--- config.mk ---
export PLATFORM = sky130hd
export DESIGN_NAME = link_packet_deframer_core_flat
export DESIGN_NICKNAME = d
export VERILOG_FILES = /design/src/hdl/lpd_pkg.sv /design/src/hdl/lpd_ifs.sv /design/src/hdl/lpd_cfg.sv /design/src/hdl/lpd_in_stage.sv /design/src/hdl/lpd_parser.sv /design/src/hdl/lpd_out_stage.sv /design/src/hdl/link_packet_deframer_core.sv /design/src/flat_wrapper.sv
export SDC_FILE = /design/constraint.sdc
export NUM_CORES = 1
export LEC_CHECK = 0
export CAP_MARGIN = 20
export CORE_MARGIN = 2
export CORE_UTILIZATION = 46
export DETAILED_ROUTE_END_ITERATION = 12
export DONT_BUFFER_PORTS = 1
export MAX_ROUTING_LAYER = met4
export SYNTH_ARGS = -nofsm -noshare
export SYNTH_HDL_FRONTEND = slang
export SYNTH_SLANG_ARGS = --single-unit
--- constraint.sdc ---
create_clock -name clk -period 12.8 [get_ports clk]
set_clock_uncertainty 0.1 [all_clocks]
set_input_delay 2.56 -clock clk [delete_from_list [all_inputs] [get_ports clk]]
set_output_delay 2.56 -clock clk [all_outputs]
set_load 0.02 [all_outputs]
--- src/hdl/lpd_pkg.sv ---
// ----------------------------------------------------------------------------
// lpd_pkg
// Shared types and constants of the link packet deframer: sync codes, event
// codes, register indexes and the result record.
// ----------------------------------------------------------------------------
package lpd_pkg;

  // Largest payload length the deframer ever accepts.
  localparam int unsigned MAX_PAYLOAD = 64;

  // Sync pair that opens every frame.
  localparam logic [7:0] SYNC_FIRST  = 8'hBC;
  localparam logic [7:0] SYNC_SECOND = 8'hCF;

  // Register reset values.
  localparam logic [7:0] BATTERY_TYPE_RST = 8'h13;
  localparam logic [6:0] MAX_LENGTH_RST   = 7'd64;

  // Configuration register indexes.
  localparam logic REG_BATTERY_TYPE = 1'b0;
  localparam logic REG_MAX_LENGTH   = 1'b1;

  // Event codes carried in each result item.
  localparam logic [2:0] EV_NONE  = 3'd0;
  localparam logic [2:0] EV_BYTE  = 3'd1;
  localparam logic [2:0] EV_GOOD  = 3'd2;
  localparam logic [2:0] EV_CKERR = 3'd3;
  localparam logic [2:0] EV_LONG  = 3'd4;

  // Configuration register contents.
  typedef struct packed {
    logic [7:0] battery_type;
    logic [6:0] max_length;
  } lpd_cfg_t;

  // One result item.
  typedef struct packed {
    logic [2:0]  event_res;
    logic [7:0]  payload_byte;
    logic [5:0]  payload_index;
    logic [7:0]  frame_type;
    logic [6:0]  frame_length;
    logic        voltage_valid;
    logic [31:0] voltage_bits;
    logic [31:0] bytes_seen;
    logic [31:0] sync_starts;
    logic [31:0] good_packets;
    logic [31:0] checksum_failures;
    logic [7:0]  last_good_type;
  } lpd_result_t;

endpackage

--- src/hdl/lpd_ifs.sv ---
// ----------------------------------------------------------------------------
// lpd_rx_if / lpd_res_if
// Valid/ready channels of the deframer: received bytes in, result items out.
// ----------------------------------------------------------------------------
interface lpd_rx_if;
  logic       valid;
  logic       ready;
  logic [7:0] rx_data;

  modport source (output valid, output rx_data, input ready);
  modport sink   (input valid, input rx_data, output ready);
endinterface

interface lpd_res_if;
  logic        valid;
  logic        ready;
  logic [2:0]  event_res;
  logic [7:0]  payload_byte;
  logic [5:0]  payload_index;
  logic [7:0]  frame_type;
  logic [6:0]  frame_length;
  logic        voltage_valid;
  logic [31:0] voltage_bits;
  logic [31:0] bytes_seen;
  logic [31:0] sync_starts;
  logic [31:0] good_packets;
  logic [31:0] checksum_failures;
  logic [7:0]  last_good_type;

  modport source (output valid, output event_res, output payload_byte,
                  output payload_index, output frame_type, output frame_length,
                  output voltage_valid, output voltage_bits, output bytes_seen,
                  output sync_starts, output good_packets,
                  output checksum_failures, output last_good_type,
                  input ready);
  modport sink   (input valid, input event_res, input payload_byte,
                  input payload_index, input frame_type, input frame_length,
                  input voltage_valid, input voltage_bits, input bytes_seen,
                  input sync_starts, input good_packets,
                  input checksum_failures, input last_good_type,
                  output ready);
endinterface

--- src/hdl/lpd_cfg.sv ---
// ----------------------------------------------------------------------------
// lpd_cfg
// Configuration registers: battery frame type and payload length limit.
// ----------------------------------------------------------------------------
module lpd_cfg (
  input  logic             clk,
  input  logic             rst,
  input  logic             cfg_we,
  input  logic             cfg_idx,
  input  logic [7:0]       cfg_wdata,
  output lpd_pkg::lpd_cfg_t cfg
);

  // Register writes; upper bits of the length limit write are dropped.
  always_ff @(posedge clk) begin
    if (rst) begin
      cfg.battery_type <= lpd_pkg::BATTERY_TYPE_RST;
      cfg.max_length   <= lpd_pkg::MAX_LENGTH_RST;
    end else if (cfg_we) begin
      case (cfg_idx)
        lpd_pkg::REG_BATTERY_TYPE: cfg.battery_type <= cfg_wdata;
        lpd_pkg::REG_MAX_LENGTH:   cfg.max_length   <= cfg_wdata[6:0];
        default: ;
      endcase
    end
  end

endmodule

--- src/hdl/lpd_in_stage.sv ---
// ----------------------------------------------------------------------------
// lpd_in_stage
// Input register: holds one received byte until the parser takes it.
// ----------------------------------------------------------------------------
module lpd_in_stage (
  input  logic       clk,
  input  logic       rst,
  lpd_rx_if.sink     rx,
  output logic       s_valid,
  output logic [7:0] s_data,
  input  logic       s_ready
);

  // The register may load when it is empty or is being drained this cycle.
  assign rx.ready = !s_valid || s_ready;

  always_ff @(posedge clk) begin
    if (rst) begin
      s_valid <= 1'b0;
    end else if (rx.ready) begin
      s_valid <= rx.valid;
    end
  end

  always_ff @(posedge clk) begin
    if (rx.valid && rx.ready) begin
      s_data <= rx.rx_data;
    end
  end

endmodule

--- src/hdl/lpd_parser.sv ---
// ----------------------------------------------------------------------------
// lpd_parser
// Frame state machine, running checksums, voltage latch and event counters.
// Consumes one byte per cycle whenever it fires, and produces the matching result item.
// ----------------------------------------------------------------------------
module lpd_parser #(
  parameter int unsigned MAX_PAYLOAD = lpd_pkg::MAX_PAYLOAD
) (
  input  logic                 clk,
  input  logic                 rst,
  input  lpd_pkg::lpd_cfg_t    cfg,
  input  logic                 fire,
  input  logic [7:0]           b,
  output lpd_pkg::lpd_result_t result
);

  localparam logic [2:0] PH_HUNT1 = 3'd0;
  localparam logic [2:0] PH_HUNT2 = 3'd1;
  localparam logic [2:0] PH_TYPE  = 3'd2;
  localparam logic [2:0] PH_LEN   = 3'd3;
  localparam logic [2:0] PH_DATA  = 3'd4;
  localparam logic [2:0] PH_CKA   = 3'd5;
  localparam logic [2:0] PH_CKB   = 3'd6;

  localparam logic [7:0] MAX_PAYLOAD_B = 8'(MAX_PAYLOAD);

  logic [2:0]  phase,      phase_next;
  logic [7:0]  cur_type,   cur_type_next;
  logic [6:0]  cur_length, cur_length_next;
  logic [6:0]  byte_index, byte_index_next;
  logic [7:0]  sum_a,      sum_a_next;
  logic [7:0]  sum_b,      sum_b_next;
  logic [31:0] staging,    staging_next;
  logic [31:0] volt_word,  volt_word_next;
  logic        volt_seen,  volt_seen_next;
  logic [31:0] cnt_bytes,  cnt_bytes_next;
  logic [31:0] cnt_sync,   cnt_sync_next;
  logic [31:0] cnt_good,   cnt_good_next;
  logic [31:0] cnt_fail,   cnt_fail_next;
  logic [7:0]  last_type,  last_type_next;

  logic [2:0]  ev;
  logic [7:0]  pbyte;
  logic [5:0]  pidx;
  logic [7:0]  limit;
  logic [7:0]  sum_a_len;
  logic [7:0]  sum_a_dat;
  logic [7:0]  index_inc;

  // Effective length limit is the smaller of the register and the build limit.
  assign limit = ({1'b0, cfg.max_length} < MAX_PAYLOAD_B) ? {1'b0, cfg.max_length}
                                                          : MAX_PAYLOAD_B;
  assign sum_a_len = sum_a + b;
  assign sum_a_dat = sum_a + b;
  assign index_inc = {1'b0, byte_index} + 8'd1;

  // Next-state logic for one byte.
  always_comb begin
    phase_next      = phase;
    cur_type_next   = cur_type;
    cur_length_next = cur_length;
    byte_index_next = byte_index;
    sum_a_next      = sum_a;
    sum_b_next      = sum_b;
    staging_next    = staging;
    volt_word_next  = volt_word;
    volt_seen_next  = volt_seen;
    cnt_bytes_next  = cnt_bytes + 32'd1;
    cnt_sync_next   = cnt_sync;
    cnt_good_next   = cnt_good;
    cnt_fail_next   = cnt_fail;
    last_type_next  = last_type;
    ev              = lpd_pkg::EV_NONE;
    pbyte           = 8'd0;
    pidx            = 6'd0;

    case (phase)
      PH_HUNT2: begin
        phase_next = (b == lpd_pkg::SYNC_SECOND) ? PH_TYPE : PH_HUNT1;
      end
      PH_TYPE: begin
        cur_type_next = b;
        sum_a_next    = b;
        sum_b_next    = b;
        phase_next    = PH_LEN;
      end
      PH_LEN: begin
        cur_length_next = b[7] ? 7'd127 : b[6:0];
        sum_a_next      = sum_a_len;
        sum_b_next      = sum_b + sum_a_len;
        byte_index_next = 7'd0;
        if (b > limit) begin
          ev         = lpd_pkg::EV_LONG;
          phase_next = PH_HUNT1;
        end else if (b != 8'd0) begin
          phase_next = PH_DATA;
        end else begin
          phase_next = PH_CKA;
        end
      end
      PH_DATA: begin
        ev    = lpd_pkg::EV_BYTE;
        pbyte = b;
        pidx  = byte_index[5:0];
        // Payload bytes one to four form the little-endian voltage word.
        case (byte_index)
          7'd1:    staging_next[7:0]   = b;
          7'd2:    staging_next[15:8]  = b;
          7'd3:    staging_next[23:16] = b;
          7'd4:    staging_next[31:24] = b;
          default: ;
        endcase
        byte_index_next = index_inc[6:0];
        sum_a_next      = sum_a_dat;
        sum_b_next      = sum_b + sum_a_dat;
        if (index_inc >= {1'b0, cur_length}) begin
          phase_next = PH_CKA;
        end
      end
      PH_CKA: begin
        if (b == sum_a) begin
          phase_next = PH_CKB;
        end else begin
          ev            = lpd_pkg::EV_CKERR;
          cnt_fail_next = cnt_fail + 32'd1;
          phase_next    = PH_HUNT1;
        end
      end
      PH_CKB: begin
        if (b == sum_b) begin
          ev             = lpd_pkg::EV_GOOD;
          cnt_good_next  = cnt_good + 32'd1;
          last_type_next = cur_type;
          if (cur_type == cfg.battery_type && cur_length >= 7'd5) begin
            volt_word_next = staging;
            volt_seen_next = 1'b1;
          end
        end else begin
          ev            = lpd_pkg::EV_CKERR;
          cnt_fail_next = cnt_fail + 32'd1;
        end
        phase_next = PH_HUNT1;
      end
      default: begin
        // Hunting for the first sync byte; unused codes land here too.
        phase_next = PH_HUNT1;
        if (b == lpd_pkg::SYNC_FIRST) begin
          cnt_sync_next = cnt_sync + 32'd1;
          phase_next    = PH_HUNT2;
        end
      end
    endcase
  end

  // State update, one byte per accepted item.
  always_ff @(posedge clk) begin
    if (rst) begin
      phase      <= PH_HUNT1;
      cur_type   <= 8'd0;
      cur_length <= 7'd0;
      byte_index <= 7'd0;
      sum_a      <= 8'd0;
      sum_b      <= 8'd0;
      staging    <= 32'd0;
      volt_word  <= 32'd0;
      volt_seen  <= 1'b0;
      cnt_bytes  <= 32'd0;
      cnt_sync   <= 32'd0;
      cnt_good   <= 32'd0;
      cnt_fail   <= 32'd0;
      last_type  <= 8'd0;
    end else if (fire) begin
      phase      <= phase_next;
      cur_type   <= cur_type_next;
      cur_length <= cur_length_next;
      byte_index <= byte_index_next;
      sum_a      <= sum_a_next;
      sum_b      <= sum_b_next;
      staging    <= staging_next;
      volt_word  <= volt_word_next;
      volt_seen  <= volt_seen_next;
      cnt_bytes  <= cnt_bytes_next;
      cnt_sync   <= cnt_sync_next;
      cnt_good   <= cnt_good_next;
      cnt_fail   <= cnt_fail_next;
      last_type  <= last_type_next;
    end
  end

  // The result reflects the state after this byte.
  always_comb begin
    result.event_res         = ev;
    result.payload_byte      = pbyte;
    result.payload_index     = pidx;
    result.frame_type        = cur_type_next;
    result.frame_length      = cur_length_next;
    result.voltage_valid     = volt_seen_next;
    result.voltage_bits      = volt_word_next;
    result.bytes_seen        = cnt_bytes_next;
    result.sync_starts       = cnt_sync_next;
    result.good_packets      = cnt_good_next;
    result.checksum_failures = cnt_fail_next;
    result.last_good_type    = last_type_next;
  end

endmodule

--- src/hdl/lpd_out_stage.sv ---
// ----------------------------------------------------------------------------
// lpd_out_stage
// Result register: holds one result item until the sink takes it.
// ----------------------------------------------------------------------------
module lpd_out_stage (
  input  logic                 clk,
  input  logic                 rst,
  input  logic                 in_valid,
  output logic                 in_ready,
  input  lpd_pkg::lpd_result_t in_result,
  lpd_res_if.source            res
);

  lpd_pkg::lpd_result_t held;

  // Loads when empty or when the held item leaves this cycle.
  assign in_ready = !res.valid || res.ready;

  always_ff @(posedge clk) begin
    if (rst) begin
      res.valid <= 1'b0;
    end else if (in_ready) begin
      res.valid <= in_valid;
    end
  end

  always_ff @(posedge clk) begin
    if (in_valid && in_ready) begin
      held <= in_result;
    end
  end

  // Drive the channel fields from the held item.
  assign res.event_res         = held.event_res;
  assign res.payload_byte      = held.payload_byte;
  assign res.payload_index     = held.payload_index;
  assign res.frame_type        = held.frame_type;
  assign res.frame_length      = held.frame_length;
  assign res.voltage_valid     = held.voltage_valid;
  assign res.voltage_bits      = held.voltage_bits;
  assign res.bytes_seen        = held.bytes_seen;
  assign res.sync_starts       = held.sync_starts;
  assign res.good_packets      = held.good_packets;
  assign res.checksum_failures = held.checksum_failures;
  assign res.last_good_type    = held.last_good_type;

endmodule

--- src/hdl/link_packet_deframer_core.sv ---
// ----------------------------------------------------------------------------
// link_packet_deframer_core
// Byte-serial frame receiver with two-byte sync, running-sum checksums,
// battery voltage latch and wrapping event counters.
// ----------------------------------------------------------------------------
// Each received byte yields exactly one result item. An accepted byte is held
// in the input register while the frame parser works on it, and its result
// loads into the result register when that register can take it; the result
// is offered from there. A new byte is taken every cycle as long as the
// result side keeps up; the only bound on rate is the single parser update
// per byte, so throughput is one byte per clock. When the result side stalls,
// the two registers hold two bytes and the input stalls until results move.
// MAX_PAYLOAD caps the accepted payload length on top of the max_length
// register. Configuration writes take effect on the next byte the parser
// sees and should be made while idle.
// ----------------------------------------------------------------------------
module link_packet_deframer_core #(
  parameter int unsigned MAX_PAYLOAD = lpd_pkg::MAX_PAYLOAD
) (
  input  logic       clk,
  input  logic       rst,
  input  logic       cfg_we,
  input  logic       cfg_idx,
  input  logic [7:0] cfg_wdata,
  lpd_rx_if.sink     rx,
  lpd_res_if.source  res
);

  lpd_pkg::lpd_cfg_t    cfg;
  lpd_pkg::lpd_result_t parse_result;
  logic                 s_valid;
  logic [7:0]           s_data;
  logic                 o_ready;

  // Configuration registers.
  lpd_cfg u_cfg (
    .clk       (clk),
    .rst       (rst),
    .cfg_we    (cfg_we),
    .cfg_idx   (cfg_idx),
    .cfg_wdata (cfg_wdata),
    .cfg       (cfg)
  );

  // Input register.
  lpd_in_stage u_in (
    .clk     (clk),
    .rst     (rst),
    .rx      (rx),
    .s_valid (s_valid),
    .s_data  (s_data),
    .s_ready (o_ready)
  );

  // Frame parser; it advances whenever it holds a byte and the result register can load.
  lpd_parser #(
    .MAX_PAYLOAD (MAX_PAYLOAD)
  ) u_parser (
    .clk    (clk),
    .rst    (rst),
    .cfg    (cfg),
    .fire   (s_valid && o_ready),
    .b      (s_data),
    .result (parse_result)
  );

  // Result register.
  lpd_out_stage u_out (
    .clk       (clk),
    .rst       (rst),
    .in_valid  (s_valid),
    .in_ready  (o_ready),
    .in_result (parse_result),
    .res       (res)
  );

endmodule

--- src/flat_wrapper.sv ---
// flat-port wrapper written by rule: the top's interface ports become plain ports
module link_packet_deframer_core_flat 
#(
  parameter int unsigned MAX_PAYLOAD = lpd_pkg::MAX_PAYLOAD
)
  (clk, rst, cfg_we, cfg_idx, cfg_wdata, rx_valid, rx_rx_data, rx_ready, res_valid, res_event_res, res_payload_byte, res_payload_index, res_frame_type, res_frame_length, res_voltage_valid, res_voltage_bits, res_bytes_seen, res_sync_starts, res_good_packets, res_checksum_failures, res_last_good_type, res_ready);
  lpd_rx_if rx_i ();
  lpd_res_if res_i ();
  input  logic clk;
  input  logic rst;
  input  logic cfg_we;
  input  logic cfg_idx;
  input  logic [7:0] cfg_wdata;
  input wire logic [$bits(rx_i.valid)-1:0] rx_valid;
  input wire logic [$bits(rx_i.rx_data)-1:0] rx_rx_data;
  output wire logic [$bits(rx_i.ready)-1:0] rx_ready;
  output wire logic [$bits(res_i.valid)-1:0] res_valid;
  output wire logic [$bits(res_i.event_res)-1:0] res_event_res;
  output wire logic [$bits(res_i.payload_byte)-1:0] res_payload_byte;
  output wire logic [$bits(res_i.payload_index)-1:0] res_payload_index;
  output wire logic [$bits(res_i.frame_type)-1:0] res_frame_type;
  output wire logic [$bits(res_i.frame_length)-1:0] res_frame_length;
  output wire logic [$bits(res_i.voltage_valid)-1:0] res_voltage_valid;
  output wire logic [$bits(res_i.voltage_bits)-1:0] res_voltage_bits;
  output wire logic [$bits(res_i.bytes_seen)-1:0] res_bytes_seen;
  output wire logic [$bits(res_i.sync_starts)-1:0] res_sync_starts;
  output wire logic [$bits(res_i.good_packets)-1:0] res_good_packets;
  output wire logic [$bits(res_i.checksum_failures)-1:0] res_checksum_failures;
  output wire logic [$bits(res_i.last_good_type)-1:0] res_last_good_type;
  input wire logic [$bits(res_i.ready)-1:0] res_ready;
  assign rx_i.valid = rx_valid;
  assign rx_i.rx_data = rx_rx_data;
  assign rx_ready = rx_i.ready;
  assign res_valid = res_i.valid;
  assign res_event_res = res_i.event_res;
  assign res_payload_byte = res_i.payload_byte;
  assign res_payload_index = res_i.payload_index;
  assign res_frame_type = res_i.frame_type;
  assign res_frame_length = res_i.frame_length;
  assign res_voltage_valid = res_i.voltage_valid;
  assign res_voltage_bits = res_i.voltage_bits;
  assign res_bytes_seen = res_i.bytes_seen;
  assign res_sync_starts = res_i.sync_starts;
  assign res_good_packets = res_i.good_packets;
  assign res_checksum_failures = res_i.checksum_failures;
  assign res_last_good_type = res_i.last_good_type;
  assign res_i.ready = res_ready;
  link_packet_deframer_core #(.MAX_PAYLOAD(MAX_PAYLOAD)) u_core (.clk(clk), .rst(rst), .cfg_we(cfg_we), .cfg_idx(cfg_idx), .cfg_wdata(cfg_wdata), .rx(rx_i), .res(res_i));
endmodule
======== Yosys cells after proc, flatten, opt, wreduce, memory -nomap -nowiden ========
Index checks and enable logic that the tools add are counted.
word-level totals
  bits of input ports ..................... 22
  flip-flop bits (word level) ............. 468
  output and inout bits ................... 203
  word-level logic and storage cells ...... 116
cells by class
  bitwise gates (word level) .............. 1
  mux-type cells .......................... 33
  $lt $le $gt $ge ......................... 4
  equal/unequal tests ..................... 16
  reductions and logical operators ........ 21
  add/sub/neg operators ................... 7
operator list
  cell                                                                                  count
  32-bit two-way mux                                                                    9
  32-bit by 1-bit adder with 32-bit output (second input constant)                      4
  32-bit one-hot mux with 2 select lines                                                1
  8-bit one-hot mux with 2 select lines                                                 2
  8-bit == test                                                                         3
  8-bit two-way mux                                                                     3
  7-bit two-way mux                                                                     3
  3-bit one-hot mux with 6 select lines                                                 1
  8-bit adder                                                                           2
  8-bit == test (second input constant)                                                 2
  7-bit by 2-bit == test with 1-bit output (second input constant)                      2
  7-bit one-hot mux with 2 select lines                                                 1
  3-bit two-way mux                                                                     4
  3-bit one-hot mux with 4 select lines                                                 1
  3-bit AND reduction                                                                   4
  2-bit AND reduction                                                                   5
  3-bit == test (second input constant)                                                 3
  7-bit by 1-bit adder with 8-bit output (second input constant)                        1
  8-bit by 7-bit greater-or-equal comparator with 1-bit output                          1
  8-bit by 7-bit greater-than comparator with 1-bit output                              1
  8-bit nonzero test                                                                    1
  7-bit by 1-bit == test with 1-bit output (second input constant)                      1
  7-bit by 3-bit == test with 1-bit output (second input constant)                      1
  7-bit by 3-bit greater-or-equal comparator with 1-bit output (second input constant)  1
  other kinds (13)                                                                      25

======== Depth between registers and ports, before layout ========
Gate-level depths: netlist of run 1.
  depth after elaboration ................. 5
  gate-level depth with buffers ........... 12
  mapped depth without buffers ............ 12

======== Modules after synthesis ========
From an unflattened synthesis of run 1, not the netlist that was laid out.
second synthesis, totals
  cell total of the unflattened synthesis .. 2083
  area, all modules ....................... 20941.3 um2
modules (own cells, without submodules)
  module                     area each (um2)  times used  sequential area each (um2)  cells each
  lpd_parser                 13914.6          1           4844.6                      1800
  lpd_out_stage              6090.8           1           6055.8                      206
  lpd_cfg                    634.4            1           300.3                       63
  lpd_in_stage               295.3            1           260.2                       13
  link_packet_deframer_core  6.3              1           0.0                         1

======== Worst setup path before layout of run 1 ========
OpenSTA, ideal clock, no wires.
  path type ............................... input-to-reg
  start ................................... input port res_ready
  end ..................................... register u_core.u_out.held, in the netlist u_core.u_out.res.bytes_seen[0], enable pin
  path buffers ............................ 3
  cell stages on the path ................. 6
  library setup time ...................... 642 ps
  data required time ...................... 12058 ps
  arrival time ............................ 9071 ps
  setup slack ............................. 2986 ps
  cell sequence ........................... nand2b_1 > nand2_1 > clkinv_1 > clkbuf_1 > buf_1 > buf_1
between the ends
  word-level cells in the longest chain between the ends .. 2
RTL lines
  item                      line                 text
  start: declaration        flat_wrapper.sv:30   input wire logic [$bits(res_i.ready)-1:0] res_ready;
  1-bit logical OR          lpd_out_stage.sv:17  assign in_ready = !res.valid || res.ready;
  1-bit logical AND         -
  net u_core.u_parser.fire  lpd_parser.sv:12     input logic fire,
  end signal: assignment    lpd_out_stage.sv:29  held <= in_result;
  end: declaration          lpd_out_stage.sv:14  lpd_pkg::lpd_result_t held;
The timed path passes the listed nets, and every way through them passes these cells.
A chain may end at the register's enable or synchronous reset.

======== Final worst setup path of run 1 ========
  start ................................... input port res_ready
  end ..................................... output port rx_ready
between the ends
  word-level cells in the longest chain between the ends .. 2
RTL lines
  item              line                 text
  1-bit logical OR  lpd_out_stage.sv:17
  1-bit logical OR  lpd_in_stage.sv:15   assign rx.ready = !s_valid || s_ready;
  end: declaration  flat_wrapper.sv:16   output wire logic [$bits(rx_i.ready)-1:0] rx_ready;
No other way between the ends.

==> impl_table.tex, run 1 <==
\begin{tabular}{lr}
\hline
Metric & Value \\
\hline
\multicolumn{2}{l}{\textbf{Cells and area}} \\
\quad Most common cell after layout, fill and taps aside & sky130\_fd\_sc\_hd\_\_nand2\_1 \\
\quad Area occupied by multi-input gates & $\sim$9000 um2 \\
\quad Final instance area & between 20,000 and 25,000 um2 \\
\quad Fraction of final layout cells with drive strength greater than 1 & 0.0801 \\
\quad Sequential cell area & 11,500 um2 \\
\quad Number of filler instances in the final layout & 4,016 \\
\quad Antenna diode count & 0 \\
\quad Area added between synthesis and finish & 9.78\% \\
\quad Final net count & 2,106 \\
\quad Most frequent cells in the layout & 273 x sky130\_fd\_sc\_hd\_\_nand2\_1, 259 x sky130\_fd\_sc\_hd\_\_dfxtp\_1, 214 x sky130\_fd\_sc\_hd\_\_nor2\_1 \\
\multicolumn{2}{l}{\textbf{Worst setup path}} \\
\quad Critical Path Fanout Max & 3 \\
\quad WS Path Type & input port to output pin \\
\quad Required time of the worst setup path & 10,140 ps \\
\quad Critical-path cell with the highest stage delay & sky130\_fd\_sc\_hd\_\_nand2\_1 \\
\quad Critical path endpoint category & output pin \\
\quad Worst setup SP type & input port \\
\quad Series of cell instances along the critical path & nor2b\_1, nand2\_1 \\
\quad Number of buffer and inverter stages on the critical path & 0 \\
\quad Family with the most delay on the worst path & simple AND/OR/NAND/NOR gates \\
\quad Crit path DAT & around 3000 ps \\
\quad Crit path largest cell delay & 200 ps \\
\multicolumn{2}{l}{\textbf{Flow run}} \\
\quad Max cap viols & 0 \\
\multicolumn{2}{l}{\textbf{Synthesis}} \\
\quad Number of synthesis warnings & 0 \\
\quad Primary FF master, synth & sky130\_fd\_sc\_hd\_\_dfxtp\_1 \\
\quad Instance count of the mapped netlist & 2,102 \\
\quad Avg Synthesized Cell Area & between 9 and 10 um2 \\
\quad Proportion of register bits with asynchronous set or reset after synthesis & 0 \\
\quad Yosys reg bits & 468 \\
\quad Netlist cell types & 60 \\
\quad EDFF count, synth & 209 \\
\quad Post-synthesis net count & 2,163 \\
\quad Part of the Yosys area used for sequential elements & 0.546 \\
\quad Total standard cell area after synthesis & 21,000 um2 \\
\multicolumn{2}{l}{\textbf{Clocking}} \\
\quad Worst-skew pair later-pin latency & 580 ps \\
\quad Number of buffers created by CTS & between 40 and 50 \\
\quad Clk buf depth & 3 \\
\quad Number of setup buffers added after CTS & 0 \\
\quad Clock H-tree levels & 2 \\
\quad Root Buffer & sky130\_fd\_sc\_hd\_\_clkbuf\_16 \\
\quad \# clock sinks & between 400 and 500 \\
\quad Clock slew seen by the registers of the worst setup and hold paths & roughly 60 ps \\
\quad TritonCTS clock tree & built \\
\quad Quantity of gates resized following cts & 0 \\
\quad Count of hold buffers inserted by post-cts repair & 0 \\
\multicolumn{2}{l}{\textbf{Global routing}} \\
\quad Pin count of the biggest net entering global routing & 263 \\
\quad Number of global-route vias before repair & 14,055 \\
\quad Total global routing track utilization & 0.210 \\
\quad Initial antenna violation count & 0 \\
\quad Global route total overflow & 0 \\
\quad Global-route wire length before repair & 77,300 um \\
\multicolumn{2}{l}{\textbf{Drt}} \\
\quad Total number of vias & 14,849 \\
\quad Wire length after detailed routing & 49,200 um \\
\quad Mean number of vias per cell & roughly 5.5 \\
\quad Number of DRC markers in iteration 0 & 1,045 \\
\quad Met2 WL & 23,500 um \\
\quad Top routing layer used & met4 \\
\quad WL met3 & 2600 um \\
\quad Met1 Wirelength & 22,200 um \\
\quad Remaining antenna violation count & 0 \\
\quad Drt drc & 0 \\
\quad Average wire per standard cell & $\sim$18 um \\
\quad Drt first pass iters & 5 \\
\multicolumn{2}{l}{\textbf{Floorplan}} \\
\quad Initial cell density of the core & 0.464 \\
\quad I/O Pins & roughly 230 \\
\quad X dimension of the die & 218 um \\
\quad Die extent in y & 218 um \\
\quad Die ar. & 47,300 um2 \\
\quad Row cnt & 78 \\
\quad Placeable core region & 45,200 um2 \\
\multicolumn{2}{l}{\textbf{STA}} \\
\quad Post-Route Setup TNS & 0 ps \\
\quad Shortest period the worst path allows & 5610 ps \\
\quad Fin. max-slew vios & 0 \\
\quad Post-route fraction of the period consumed by the critical path & 0.439 \\
\quad Hold Violations, Final & 0 \\
\quad Setup-failing EPs final & 0 \\
\quad Highest clock rate & around 180 MHz \\
\quad Setup repair after global routing missed its margin & false \\
\quad Slew Limit Headroom & 0.348 \\
\quad Actual slew at the worst max-slew pin & around 970 ps \\
\multicolumn{2}{l}{\textbf{Min path}} \\
\quad Class of the worst hold path & flip-flop to flip-flop \\
\multicolumn{2}{l}{\textbf{Place}} \\
\quad Placer's final routability congestion estimate & 0.842 \\
\quad Post-DP Area & 21,400 um2 \\
\quad DP Wirelength & 31,700 um \\
\quad I/O Buffers & 0 \\
\multicolumn{2}{l}{\textbf{Power and ir drop}} \\
\quad Power density over cell area & 139 nW/um2 \\
\quad Peak supply drop & 0.107 mV \\
\quad PnR Total Power & 3.19 mW \\
\quad Leak pwr & 7.66 nW \\
\multicolumn{2}{l}{\textbf{Outcome}} \\
\quad Run status & finished, final reports clean \\
\hline
\end{tabular}
[through the flow]
step                std cells  setup slack, ps  hold slack, ps  utilization
finish                   2685             7190             348        0.510
global route             2685             7110             367        0.510
CTS                      2685             7190             348        0.510
detailed placement       2594             6860             341        0.473
global placement         2594             6910             332        0.473
floorplan                2102             2990             329            -
[metal layers]
layer	vias up	GRT usage
met5	-	-
met4	0	0.0589
met3	70	0.0441
met2	358	0.334
met1	7163	0.271
li1	7258	-
[cells in the mapped netlist (12+ instances only)]
| cell type | n | share of area |
|---|---|---|
| sky130_fd_sc_hd__nand2_1 | 274 | 0.049 |
| sky130_fd_sc_hd__dfxtp_1 | 259 | 0.25 |
| sky130_fd_sc_hd__nor2_1 | 215 | 0.038 |
| sky130_fd_sc_hd__edfxtp_1 | 209 | 0.30 |
| sky130_fd_sc_hd__a21oi_1 | 168 | 0.040 |
| sky130_fd_sc_hd__xnor2_1 | 129 | 0.054 |
| sky130_fd_sc_hd__xor2_1 | 100 | 0.042 |
| sky130_fd_sc_hd__clkbuf_1 | 97 | 0.017 |
| sky130_fd_sc_hd__nand3_1 | 97 | 0.023 |
| sky130_fd_sc_hd__nand4_1 | 58 | 0.017 |
| sky130_fd_sc_hd__nor3_1 | 57 | 0.014 |
| sky130_fd_sc_hd__mux2_2 | 54 | 0.029 |
| sky130_fd_sc_hd__o21ai_0 | 51 | 0.012 |
| sky130_fd_sc_hd__or3_1 | 51 | 0.015 |
| sky130_fd_sc_hd__ha_1 | 37 | 0.022 |
| sky130_fd_sc_hd__inv_1 | 28 | 0.0050 |
| sky130_fd_sc_hd__nor4_1 | 24 | 0.0072 |
| sky130_fd_sc_hd__and2_1 | 18 | 0.0054 |
| sky130_fd_sc_hd__buf_1 | 14 | 0.0025 |
| sky130_fd_sc_hd__and3_1 | 13 | 0.0039 |
| sky130_fd_sc_hd__buf_2 | 12 | 0.0029 |
| sky130_fd_sc_hd__nor2b_1 | 12 | 0.0036 |
| sky130_fd_sc_hd__or4_1 | 12 | 0.0043 |
[power breakdown]
| part | total [mW] | internal (mW) | leakage [nW] | switching (mW) |
|---|---|---|---|---|
| Combinational | 0.0999 | 0.0293 | 2.86 | 0.0706 |
| Clock | 1.43 | 0.839 | 0.797 | 0.592 |
| Sequential | 1.66 | 1.60 | 3.99 | 0.0639 |
| Total | 3.19 | 2.47 | 7.66 | 0.726 |
[cell families after synthesis]
family                     synth area share
and+or+nand+nor                       0.198
DFF                                   0.546
AOI/OAI and AO/OA                    0.0744
xor gates and xnor gates             0.0956
buffers and inverters                0.0279
muxes                                0.0338
adders and majority gates            0.0240
[area by class of cell]
type / instances / share of cell area
timing repair buffer: 15 / 0.00489
inverter: 29 / 0.00505
sequential: 468 / 0.498
tap: 600 / 0.0326
clock inverter: 20 / 0.00886
multi-input combinational: 1482 / 0.389
clock buffer: 71 / 0.0621
[worst paths after layout]
path,from,end,slack [ps],cells past startpoint
max,res_ready,rx_ready,7190,2
min,u_core.u_parser.volt_word[3]$_SDFFE_PP0P_,u_core.u_parser.volt_word[3]$_SDFFE_PP0P_,350,2
max reg2reg,u_core.u_in.s_data[1]$_DFFE_PP_,u_core.u_out.res.checksum_failures[27]$_DFFE_PP_,8770,8
min reg2reg,u_core.u_parser.volt_word[3]$_SDFFE_PP0P_,u_core.u_parser.volt_word[3]$_SDFFE_PP0P_,350,2
(Power assumes the default switching activity.)
==> run 2: changes to the inputs <==
Settings changed: ABC_AREA set to 1.
Clock period 12.8 ns to 5 ns, I/O delays scaled along.
==> run 2 against run 1 <==
  * Critical path depth up 9
  * Die area increased by 7.0%
  * Combinational power grew to 6.5 times the previous value
  * First-iteration DRC count rose by 29%
  * Sequential share of layout area decreased by 3.0 points
  * Largest power group unchanged
  * Flip-flop and latch count is the same
  * Clock-buffer cell count decreased by 11
==> impl_table.tex, run 2 <==
\begin{tabular}{lr}
\hline
Metric & Value \\
\hline
\multicolumn{2}{l}{\textbf{Outcome}} \\
\quad Run status & finished, final reports clean \\
\multicolumn{2}{l}{\textbf{Synthesis}} \\
\quad Yosys reg bits & 468 \\
\quad Part of the Yosys area used for sequential elements & 0.510 \\
\quad Total standard cell area after synthesis & between 20,000 and 25,000 um2 \\
\quad Portion of synthesized cell area occupied by the leading cell type & 0.279 \\
\quad Post-synth top area cell & sky130\_fd\_sc\_hd\_\_edfxtp\_1 \\
\quad EDFF count, synth & 209 \\
\quad Avg Synthesized Cell Area & 7.94 um2 \\
\quad Most frequently used cell type in the post-synthesis netlist & sky130\_fd\_sc\_hd\_\_nand2\_1 \\
\quad Number of synthesis warnings & 0 \\
\quad Netlist cell types & 46 \\
\quad Dominant combinational cell family by area after synthesis & simple AND/OR/NAND/NOR gates \\
\quad Post-synthesis share of cell area spent on xor and xnor gates & 0.0281 \\
\quad Primary FF master, synth & sky130\_fd\_sc\_hd\_\_dfxtp\_1 \\
\quad Proportion of register bits with asynchronous set or reset after synthesis & 0 \\
\quad Multiplexer share of the synthesized area & 0 \\
\quad Synth area leaders & sky130\_fd\_sc\_hd\_\_edfxtp\_1 28\%, sky130\_fd\_sc\_hd\_\_dfxtp\_1 23\%, sky130\_fd\_sc\_hd\_\_nand2\_1 9.8\% \\
\quad Simple-gate portion of the synthesized area & 0.221 \\
\quad Adder and majority cell fraction of the synthesized area & 0.0224 \\
\quad Synthesized-area fraction occupied by ao, oa, aoi and oai cells & 0.121 \\
\quad Most frequent cells after synthesis & 586 x sky130\_fd\_sc\_hd\_\_nand2\_1, 434 x sky130\_fd\_sc\_hd\_\_inv\_1, 304 x sky130\_fd\_sc\_hd\_\_nor2\_1, 259 x sky130\_fd\_sc\_hd\_\_dfxtp\_1, 231 x sky130\_fd\_sc\_hd\_\_o21ai\_0 \\
\quad Post-synthesis net count & around 2,900 \\
\quad Instance count of the mapped netlist & 2,830 \\
\multicolumn{2}{l}{\textbf{Worst setup path}} \\
\quad Series of cell instances along the critical path & inv\_2, nand2\_1, nand2\_1, nand2\_1, nor2\_2, nand2\_2, nor2\_4, nand3\_2, buf\_4, o21ai\_1, nor2\_1 \\
\quad Critical Path Fanout Max & 44 \\
\quad Crit path DAT & 3990 ps \\
\quad Critical-path cell with the highest stage delay & sky130\_fd\_sc\_hd\_\_nand3\_2 \\
\quad Worst path most repeated cell & sky130\_fd\_sc\_hd\_\_nand2\_1 \\
\quad Required time of the worst setup path & 5380 ps \\
\quad Worst setup SP type & flip-flop \\
\quad WS Path Type & flip-flop to flip-flop \\
\quad Worst reg-to-reg setup slack & $\sim$1400 ps \\
\quad Critical path endpoint category & flip-flop \\
\quad Crit path largest cell delay & $\sim$800 ps \\
\multicolumn{2}{l}{\textbf{Clocking}} \\
\quad Quantity of gates resized following cts & 0 \\
\quad \# clock sinks & 468 \\
\quad Root Buffer & sky130\_fd\_sc\_hd\_\_clkbuf\_16 \\
\quad Clock slew seen by the registers of the worst setup and hold paths & 60 ps \\
\quad Count of hold buffers inserted by post-cts repair & 0 \\
\quad Number of buffers created by CTS & 49 \\
\quad Number of setup buffers added after CTS & 0 \\
\quad Clk buf depth & 3 \\
\quad Worst-skew pair later-pin latency & about 590 ps \\
\quad Clock H-tree levels & 2 \\
\quad TritonCTS clock tree & built \\
\multicolumn{2}{l}{\textbf{Global routing}} \\
\quad Pin count of the biggest net entering global routing & between 200 and 250 \\
\quad Global-route wire length before repair & 91,100 um \\
\quad Initial antenna violation count & 1 \\
\quad Total global routing track utilization & 0.234 \\
\quad Number of global-route vias before repair & $\sim$17,000 \\
\quad Global route total overflow & 0 \\
\multicolumn{2}{l}{\textbf{STA}} \\
\quad Fin. max-slew vios & 0 \\
\quad Post-route fraction of the period consumed by the critical path & 0.723 \\
\quad Setup repair after global routing missed its margin & false \\
\quad Highest clock rate & 277 MHz \\
\quad Final worst slack & 1390 ps \\
\quad Post-route worst hold slack & about 360 ps \\
\quad Slew Limit Headroom & 0.352 \\
\quad Setup-failing EPs final & 0 \\
\quad Actual slew at the worst max-slew pin & 973 ps \\
\quad Post-Route Setup TNS & 0 ps \\
\quad Hold Violations, Final & 0 \\
\quad Shortest period the worst path allows & 3610 ps \\
\multicolumn{2}{l}{\textbf{Drt}} \\
\quad Drt first pass iters & 7 \\
\quad Wire length after detailed routing & between 50,000 and 60,000 um \\
\quad Remaining antenna violation count & 0 \\
\quad Mean number of vias per cell & 5.29 \\
\quad Drt drc & 0 \\
\quad Number of DRC markers in iteration 0 & 1,348 \\
\quad Total number of vias & around 18,000 \\
\quad Average wire per standard cell & 16.9 um \\
\multicolumn{2}{l}{\textbf{Power and ir drop}} \\
\quad PnR Total Power & 8.91 mW \\
\quad Leak pwr & 10.7 nW \\
\quad Power density over cell area & roughly 360 nW/um2 \\
\quad Peak supply drop & 0.261 mV \\
\multicolumn{2}{l}{\textbf{Floorplan}} \\
\quad Initial cell density of the core & 0.469 \\
\quad Die extent in y & 225 um \\
\quad I/O Pins & 225 \\
\quad Die ar. & 50,600 um2 \\
\quad X dimension of the die & roughly 220 um \\
\quad Row cnt & 80 \\
\quad Placeable core region & 47,900 um2 \\
\multicolumn{2}{l}{\textbf{Place}} \\
\quad DP Wirelength & 39,500 um \\
\quad Dpl ws & between 1000 and 1500 ps \\
\quad Placer's final routability congestion estimate & 0.895 \\
\quad I/O Buffers & 0 \\
\multicolumn{2}{l}{\textbf{Min path}} \\
\quad Class of the worst hold path & flip-flop to flip-flop \\
\multicolumn{2}{l}{\textbf{Cells and area}} \\
\quad Final net count & 2,844 \\
\quad Area added between synthesis and finish & 9.04\% \\
\quad Most common cell after layout, fill and taps aside & sky130\_fd\_sc\_hd\_\_nand2\_1 \\
\quad Most frequent cells in the layout & 584 x sky130\_fd\_sc\_hd\_\_nand2\_1, 432 x sky130\_fd\_sc\_hd\_\_inv\_1, 304 x sky130\_fd\_sc\_hd\_\_nor2\_1 \\
\quad Fraction of final layout cells with drive strength greater than 1 & 0.0489 \\
\multicolumn{2}{l}{\textbf{Flow run}} \\
\quad Max cap viols & 0 \\
\hline
\end{tabular}
run 2: cell count changes after synthesis, moves of 19 or more:
cell and delta:
sky130_fd_sc_hd__nor2_1 +89, sky130_fd_sc_hd__a21oi_1 +53, sky130_fd_sc_hd__xor2_1 -42, sky130_fd_sc_hd__xnor2_1 -115
sky130_fd_sc_hd__nor3_1 -19, sky130_fd_sc_hd__mux2_2 -54, sky130_fd_sc_hd__nand3_1 +51, sky130_fd_sc_hd__o21ai_1 +41
sky130_fd_sc_hd__inv_1 +406, sky130_fd_sc_hd__nand2_1 +312, sky130_fd_sc_hd__clkbuf_1 -38, sky130_fd_sc_hd__or3_1 -51
sky130_fd_sc_hd__o21ai_0 +180
run 2: worst max-delay path, delay by kind of cell (launching register included):
kind | cells | cell delay [ps]
buf+inv | 2 | 730
compound gates | 1 | 150
flops | 1 | 540
simple gates | 8 | 1960
run 2: per-layer routing:
metal,up-vias,global-route usage,share of wire
met4,0,0.0709,0.028
li1,9083,-,-
met1,8486,0.314,0.46
met2,533,0.352,0.44
met3,101,0.0542,0.073
met5,-,-,0
run 2: metrics by stage:
step	cell area (um2)	utilization	std cells
floorplan	22500	-	2830
global placement	22800	0.476	3346
detailed placement	22800	0.476	3346
CTS	24500	0.510	3436
global route	24500	0.511	3438
finish	24500	0.511	3438
run 2: kinds of logic (layout without fill, tap and decap cells):
kind of cell / count (synthesis) / count (layout)
and+or+nand+nor: 1172 / 1172
xor gates and xnor gates: 72 / 72
buffers and inverters: 551 / 543
AOI/OAI and AO/OA: 528 / 528
adders and majority gates: 39 / 39
other: 0 / 1
DFF: 468 / 468
run 2: layout make-up:
| type | instances | area [um2] |
|---|---|---|
| clock buffers | 60 | 1290 |
| fillers | 4533 | 23400 |
| diodes | 1 | 2.50 |
| flip-flops and latches | 468 | 11500 |
| well taps | 615 | 769 |
| multi-input cells | 1811 | 8830 |
| repair buffers | 10 | 113 |
| inverters | 443 | 1670 |
| clock inverters | 30 | 360 |
run 2: worst paths after layout:
kind / from / cells past startpoint / endpoint
max reg2reg: u_core.u_in.s_data[6]$_DFFE_PP_ / 11 / u_core.u_parser.volt_word[9]$_SDFFE_PP0P_
min: u_core.u_parser.volt_seen$_SDFFE_PP0P_ / 2 / u_core.u_parser.volt_seen$_SDFFE_PP0P_
max: u_core.u_in.s_data[6]$_DFFE_PP_ / 11 / u_core.u_parser.volt_word[9]$_SDFFE_PP0P_
min reg2reg: u_core.u_parser.volt_seen$_SDFFE_PP0P_ / 2 / u_core.u_parser.volt_seen$_SDFFE_PP0P_
run 2: power by group:
part / internal (mW) / switching, mW / total [mW]
clock network: 2.25 / 1.52 / 3.77
registers: 4.22 / 0.265 / 4.49
logic: 0.202 / 0.452 / 0.654
total: 6.67 / 2.24 / 8.91
